==> config.mk <==
export PLATFORM = sky130hd
export DESIGN_NAME = jpps_cell
export DESIGN_NICKNAME = d
export VERILOG_FILES = /design/src/rtl/jpps_pkg.sv /design/src/rtl/jpps_cell.sv
export SDC_FILE = /design/constraint.sdc
export NUM_CORES = 1
export LEC_CHECK = 0
export BUFFER_PORTS_ARGS = -buffer_cell sky130_fd_sc_hd__buf_2
export CAP_MARGIN = 30
export CORE_ASPECT_RATIO = 2
export CORE_MARGIN = 1
export CORE_UTILIZATION = 45
export CTS_CLUSTER_SIZE = 24
export DETAILED_ROUTE_END_ITERATION = 16
export PLACE_DENSITY_LB_ADDON = 0.1
export SLEW_MARGIN = 20
export SYNTH_ARGS = -nofsm -noshare
export SYNTH_HDL_FRONTEND = slang
export SYNTH_SLANG_ARGS = --single-unit
==> constraint.sdc <==
create_clock -name clk -period 5.1 [get_ports clk]
set_input_delay 0 -clock clk [delete_from_list [all_inputs] [get_ports clk]]
set_output_delay 0 -clock clk [all_outputs]
set_load 0.02 [all_outputs]
==> src/rtl/jpps_pkg.sv <==
package jpps_pkg;

    localparam int POOL_DEPTH = 32;
    localparam int CNT_W      = $clog2(POOL_DEPTH + 1);
    localparam int IDX_W      = $clog2(POOL_DEPTH);

    localparam int ID_W   = 10;
    localparam int PRIO_W = 8;
    localparam int WORD_W = 10;
    localparam int SIZE_W = 12;
    localparam int DISK_W = 11;
    localparam int WAIT_W = 6;

    localparam logic REQ_INSERT = 1'b0;
    localparam logic REQ_SELECT = 1'b1;

    localparam logic [1:0] POL_FCFS = 2'd0;
    localparam logic [1:0] POL_PRIO = 2'd1;
    localparam logic [1:0] POL_SIZE = 2'd2;

    localparam logic [1:0] ST_INSERTED = 2'd0;
    localparam logic [1:0] ST_SELECTED = 2'd1;
    localparam logic [1:0] ST_EMPTY    = 2'd2;
    localparam logic [1:0] ST_FULL     = 2'd3;

    typedef struct packed {
        logic [ID_W-1:0]   id;
        logic [PRIO_W-1:0] prio;
        logic [SIZE_W-1:0] size;
        logic [DISK_W-1:0] disk;
    } entry_t;

    typedef struct packed {
        logic load;
        logic shift;
    } cell_ctrl_t;

endpackage

==> src/rtl/jpps_cell.sv <==
module jpps_cell import jpps_pkg::*;
(
    input  logic       clk,
    input  cell_ctrl_t ctrl,
    input  entry_t     load_data,
    input  entry_t     next_data,
    output entry_t     data
);

    entry_t data_reg;

    always_ff @(posedge clk)
    begin
        if (ctrl.load)
        begin
            data_reg <= load_data;
        end
        else if (ctrl.shift)
        begin
            data_reg <= next_data;
        end
    end

    assign data = data_reg;

endmodule

== Yosys cells after proc, flatten, opt, wreduce, memory -nomap -nowiden ==
Index checks and enable logic that the tools add are counted.
W data, S select, Z words.

* Reductions and logical operators: 1
* Mux-type cells: 2

{| class="wikitable"
|+ Operators by type and width
! operator !! count
|-
| $mux W41 || 2
|-
| $reduce_bool A2 Y1 || 1
|}

* Word-level logic and storage cells: 7
* Register bits after elaboration: 41
* Input bits: 85
* Output and inout port bits: 41

== Depth between registers and ports, before layout ==
Gate-level depths: netlist of the first run.

* Word-level depth: 2
* Depth in mapped cells: 3
* Gate-level depth less buffers: 1

== Least setup slack after synthesis of the first run ==
Ideal clock, no wire load.

* Path type: input-to-reg
* Start: in ctrl[1] (netlist name)
* End: reg data_reg, in the netlist data[0], enable pin
* Arrival: 1.227 ns
* Slack: 3.473 ns
* Stages: 3
* Path buffers: 2
* Data required time: 4.700 ns
* Cell sequence: buf_6 > buf_12 > or2_1

* Cells in the longest elaborated chain, start to end: 1

{| class="wikitable"
|+ RTL lines
! item !! line !! source
|-
| start: declaration || jpps_cell.sv:4 || <nowiki>input cell_ctrl_t ctrl,</nowiki>
|-
| $reduce_bool A2 Y1 (no line) || -- ||
|-
| end signal: assignment || jpps_cell.sv:16 || <nowiki>data_reg <= load_data;</nowiki>
|-
| end signal: assignment || jpps_cell.sv:20 || <nowiki>data_reg <= next_data;</nowiki>
|-
| end: declaration || jpps_cell.sv:10 || <nowiki>entry_t data_reg;</nowiki>
|}

No other way between the ends.
A chain may end at the register's enable or synchronous reset.

== Final worst setup path of the first run ==
* Start: in ctrl[1] (netlist name)
* End: reg data_reg, in the netlist data[38], data pin

* Cells in the longest elaborated chain, start to end: 1

{| class="wikitable"
|+ RTL lines
! item !! line !! source
|-
| $mux W41 || jpps_cell.sv:14 || <nowiki>if (ctrl.load)</nowiki>
|}

No other way between the ends.

==> impl_metrics.csv, run 1 <==
group,metric,value,unit
cts,h-tree-depth,2,
cts,cts_hold_buffers,0,
grt,grt_pass1_wl,5700,µm
pwr,irDropWorstVdd,0.209,mV
placed_design,dp.cells,261,
timing,fin_crit_sh,20.4,%
floorplanning,dieArea,4590,µm²
routing,dr.first_iter.drc_count,11,
synth,synth_area_leaders,"edfxtp_1, mux2_4, buf_12",
synth,syn_area_per_cell,22.0,µm²
cts,clk_path_buf_depth,2,
job,drv_cap,0,
grt,first_global_vias,1235,
final_layout,syn_to_final_growth,36.7,%
cts,cts_made_buffers,5,
timing,fmax,0.959,GHz
routing,post_drt_via_cell_ratio,4.68,
setup_path,critPathArrivalTime,1.08,ns
floorplanning,die_y,94.8,µm
cts,cts_resized,0,
pwr,internal-power,0.592,mW
setup_path,crit_path_end_kind,"flip-flop",
placed_design,portBuffers,125,
final_layout,drive_gt1_share,80.2,%
min_path,holdCritPathClass,"in2reg",
grt,grt_overflow_total,0,
run_status,status,"finished clean",
pwr,pwr-share-clk,24.2,%
final_layout,nNetsFinal,302,
synth,syn-num-nets,173,
synth,yosysTopAreaCellShare,63.6,%
timing,slew_viol_final,0,
setup_path,endpoint,"data[38]$_DFFE_PP_",
pwr,total_leakage_power,1.30,nW
placed_design,globalplace.congestion,0.722,
timing,tightest_slew,0.711,ns
synth,ys_seq_area_share,63.6,%
synth,synthCells,88,
floorplanning,die_w,48.4,µm
timing,setup_viol,0,
final_layout,fillCellCount,334,
synth,yosysTopAreaCell,"edfxtp_1",
final_layout,stdcell_area,2650,µm²
floorplanning,num_rows,33,
placed_design,post-place-ws,3.74,ns
timing,max-slew-margin-rel,52.6,%
final_layout,stdcell_count,269,
cts,cts_tree,"built",
routing,wire_per_inst,13.8,µm
grt,grt_max_degree,42,
final_layout,antennaDiodeCount,0,
routing,vias,1258,
synth,synth_area,1940,µm²
pwr,p_switching,0.198,mW
setup_path,crit_type,"in2reg",
pwr,p_comb_share,22.5,%
final_layout,final_cell_mix,"buf_2, edfxtp_1, mux2_4",
final_layout,final_common_cell,"buf_2",
routing,antenna_left,0,
floorplanning,initial_core_util,46.9,%
routing,drtPass1Iterations,4,
pwr,p_seq_share,53.3,%
floorplanning,ios,126,
setup_path,cp_data_required_time,5.14,ns
cts,path_clk_slew,0.07,ns
setup_path,crit_start,"ctrl[1]",
synth,synth_cell_type_count,6,
timing,rsz0062_at_grt,"false",
timing,setup_ws,4.06,ns
timing,post-route-min-period,1.04,ns
timing,hold_viol,0,
routing,wl,3710,µm
grt,track_usage,16.7,%
synth,ys_ff_latch,41,
cts,post_cts_buffers,0,
cts,cts.sinks,41,
cts,clockRootBuffer,"clkbuf_8",
pwr,cellPowerDensity,298,nW/µm²
setup_path,cp_max_fo,41,
placed_design,placed_cell_area,2540,µm²
final_layout,largest_register_ffs,41,
timing,setup_tns,0,ns
routing,drc,0,
setup_path,setup.worst_path.start_class,"input pin",
pwr,p_sw_share,25.0,%
floorplanning,core_area,4130,µm²
grt,grt_antenna_before_repair,0,
synth,yosys_warnings,0,
## area by class of cell
| class | count | area [µm²] | share of cell area (%) |
|---|---|---|---|
| Sequential cell | 41 | 1230 | 46.5 |
| Tap cell | 52 | 65.1 | 2.46 |
| Timing Repair Buffer | 127 | 661 | 25.0 |
| Clock buffer | 6 | 72.6 | 2.74 |
| Clock inverter | 1 | 3.75 | 0.142 |
| Multi-Input combinational cell | 42 | 614 | 23.2 |
## kinds of logic after synthesis
group / share of synthesized area, %
simple gates: 0.323
mux: 31.4
buf+inv: 4.72
flops: 63.6
## per-stage QoR
step           total power, mW  utilization [%]  hold WS, ns
6_report                 0.790             64.1       0.0109
4_1_cts                  0.797             63.5      0.00142
2_1_floorplan            0.541                -        0.217
5_1_grt                  0.828             64.1      0.00222
3_3_place_gp             0.601             61.6        0.300
3_5_place_dp             0.605             61.6        0.303
## critical path, cell delays in order
cell and delay, ns:
buf_2 0.09, buf_4 0.57, mux2_2 0.41
## worst min-delay path by stage
stage / from / end / slack, ns / cells past startpoint
after floorplan: load_data[0] / data[0]$_DFFE_PP_ / 0.22 / 1
after global routing: load_data[14] / data[14]$_DFFE_PP_ / 0.002 / 2
after global placement: load_data[11] / data[11]$_DFFE_PP_ / 0.30 / 2
after CTS: next_data[1] / data[1]$_DFFE_PP_ / 0.001 / 2
after detailed placement: load_data[12] / data[12]$_DFFE_PP_ / 0.30 / 2
final: next_data[1] / data[1]$_DFFE_PP_ / 0.01 / 2
## synthesized netlist by cell type (all sizes together)
cell type  count
edfxtp        41
buf            5
mux2          41
or2            1
## power by group through the flow
stage / Sequential, mW / Clock (mW) / Combinational (mW)
2_1_floorplan: 0.481 / 0 / 0.0604
3_3_place_gp: 0.429 / 0 / 0.172
3_5_place_dp: 0.429 / 0 / 0.176
4_1_cts: 0.422 / 0.199 / 0.177
5_1_grt: 0.425 / 0.215 / 0.188
6_report: 0.421 / 0.191 / 0.177
## metal layers
layer / global-route usage [%] / vias up / share of wire (%)
li1: - / 599 / -
met1: 17.6 / 572 / 33
met2: 29.7 / 80 / 56
met3: 5.31 / 7 / 8.7
met4: 8.33 / 0 / 2.3
met5: 0 / - / 0
Power figures use the tool's default switching activity.
==> run 2, diff against run 1 <==
--- a/config.mk
+++ b/config.mk
@@ -5,11 +5,12 @@
 export SDC_FILE = /design/constraint.sdc
 export NUM_CORES = 1
 export LEC_CHECK = 0
+export ABC_AREA = 1
 export BUFFER_PORTS_ARGS = -buffer_cell sky130_fd_sc_hd__buf_2
 export CAP_MARGIN = 30
 export CORE_ASPECT_RATIO = 2
 export CORE_MARGIN = 1
-export CORE_UTILIZATION = 45
+export CORE_UTILIZATION = 41
 export CTS_CLUSTER_SIZE = 24
 export DETAILED_ROUTE_END_ITERATION = 16
 export PLACE_DENSITY_LB_ADDON = 0.1
==> constraint.sdc (replaced) <==
create_clock -name clk -period 0.98 [get_ports clk]
set_input_delay 0 -clock clk [delete_from_list [all_inputs] [get_ports clk]]
set_output_delay 0 -clock clk [all_outputs]
set_load 0.02 [all_outputs]
==> impl_metrics.csv, run 2 <==
group,metric,value,unit
run_status,status,"finished with violations",
run_status,failed_checks,"negative hold slack",
synth,syn_area_per_cell,10.7,µm²
cts,clk_path_buf_depth,2,
setup_path,cp_cell_sequence,"buf_2",
synth,yosys_warnings,0,
setup_path,crit_type,"reg2out",
synth,synthFlopType,"edfxtp_1",
pwr,cellPowerDensity,1310,nW/µm²
setup_path,setup.worst_path.start_class,"flip-flop",
floorplanning,num_rows,34,
grt,grt_antenna_before_repair,0,
synth,synth_area,1870,µm²
synth,syn-num-nets,260,
grt,grt_overflow_total,0,
timing,setup_ws,0.132,ns
setup_path,worst-path-buf-inv,1,
timing,setup_tns,0,ns
final_layout,final_common_cell,"buf_2",
timing,setup_viol,0,
timing,whs,-0.000839,ns
routing,drc,0,
final_layout,utilization,75.9,%
setup_path,cp_data_required_time,0.98,ns
placed_design,post-place-ws,-0.167,ns
synth,synth_edf_count,41,
timing,post-route-min-period,0.848,ns
routing,post_drt_via_cell_ratio,4.51,
floorplanning,ios,126,
final_layout,antennaDiodeCount,0,
setup_path,cp_top_family,"flip-flops",
final_layout,nNetsFinal,459,
placed_design,placed_cell_area,2460,µm²
cts,h-tree-depth,2,
final_layout,final_cell_mix,"buf_2, nand2_1, dlygate4sd3_1",
synth,yosysMostFrequentCell,"nand2_1",
floorplanning,dieArea,4850,µm²
pwr,total_leakage_power,1.65,nW
floorplanning,die_y,97.5,µm
timing,hold_viol,1,
timing,rsz0062_at_grt,"false",
synth,yosysTopAreaCellShare,65.9,%
placed_design,dp_hpwl,2900,µm
cts,clockRootBuffer,"clkbuf_8",
setup_path,critPathArrivalTime,0.85,ns
cts,cts_tree,"built",
grt,grt_pass1_wl,9110,µm
pwr,irDropWorstVdd,1.18,mV
synth,synth_area_leaders,"edfxtp_1, nand2_1, nand2_2",
routing,vias,1931,
cts,cts.sinks,41,
floorplanning,initial_core_util,43.1,%
synth,yosysTopAreaCell,"edfxtp_1",
synth,async_flop_share,0,%
final_layout,drive_gt1_share,40.9,%
min_path,holdCritPathClass,"in2reg",
synth,netlist_top_cells_count,"nand2_1, edfxtp_1, nand2_2",
routing,dr.first_iter.drc_count,48,
grt,grt_max_degree,43,
synth,ys_seq_area_share,65.9,%
setup_path,critical_path.max_stage_delay,0.39,ns
timing,fmax,1.18,GHz
setup_path,cpMaxStageDelayCell,"edfxtp_1",
floorplanning,core_area,4340,µm²
cts,cts_made_buffers,5,
grt,first_global_vias,2110,
synth,synth_cell_type_count,8,
timing,tightest_slew,0.566,ns
synth,ys_ff_latch,41,
final_layout,largest_register_ffs,41,
cts,path_clk_slew,0.07,ns
timing,max-slew-margin-rel,62.2,%
job,drv_cap,0,
routing,antenna_left,0,
final_layout,syn_to_final_growth,76.4,%
routing,wire_per_inst,12.6,µm
timing,fin_crit_sh,86.6,%
setup_path,crit_path_end_kind,"output port",
grt,track_usage,24.8,%
placed_design,globalplace.congestion,0.757,
final_layout,stdcell_area,3290,µm²
setup_path,cp_max_fo,1,
timing,slew_viol_final,0,
cts,post_cts_buffers,0,
routing,drtPass1Iterations,4,
synth,synthCells,175,
routing,wl,5390,µm
floorplanning,die_w,49.7,µm
placed_design,portBuffers,125,
-- run 2: changes by cell type in the layout (fill, tap and decap cells not counted), sizes merged --
| cell | delta |
|---|---|
| mux2 | -41 |
| nand2 | +123 |
| dlygate4sd3 | +75 |
| buf | -1 |
| inv | +1 |
-- run 2: final cells by class --
type / instances / area [µm²]
multi-input combinational: 124 / 520
tap: 54 / 67.6
timing repair buffer: 201 / 1390
clock inverter: 1 / 3.75
inverter: 1 / 11.3
sequential: 41 / 1230
fill: 335 / 1040
clock buffer: 6 / 72.6
-- run 2: metal layers --
metal | GRT usage (%) | part of all wire [%] | vias up
met5 | 0 | 0 | -
met4 | 12.3 | 3.3 | 0
met3 | 5.32 | 6.8 | 18
met2 | 43.5 | 54 | 96
met1 | 27.0 | 36 | 864
li1 | - | - | 953
-- run 2: worst paths after layout --
kind	start	end	slack, ns	cells past startpoint
max	data[12]$_DFFE_PP_	data[12]	0.13	1
min	load_data[10]	data[10]$_DFFE_PP_	-0.0008	3
-- run 2: kinds of logic (layout without fill, tap and decap cells) --
group	after synthesis	in the layout	share of synthesized area, %
buffers and inverters	10	209	6.36
DFF	41	41	65.9
and+or+nand+nor	124	124	27.7
-- run 2: power by group --
part,switching [mW],total [mW],internal (mW)
sequential,0.0425,2.19,2.15
clock,0.541,1.02,0.480
combinational,0.589,1.10,0.510
-- run 2: through the flow --
stage          cells  hold slack, ns  total power, mW
3_5_place_dp     346           0.267             3.09
2_1_floorplan    175           0.173             2.74
6_report         428       -0.000839             4.31
3_3_place_gp     346           0.266             3.08
4_1_cts          427        0.000199             4.32
5_1_grt          428         0.00188             4.54
-- run 2: repair_timing --
item / in CTS / in global routing
setup endpoints to repair: 0 / 1
hold buffers: 74 / 1
gates resized for setup: 0 / 1
hold endpoints to repair: 38 / 1
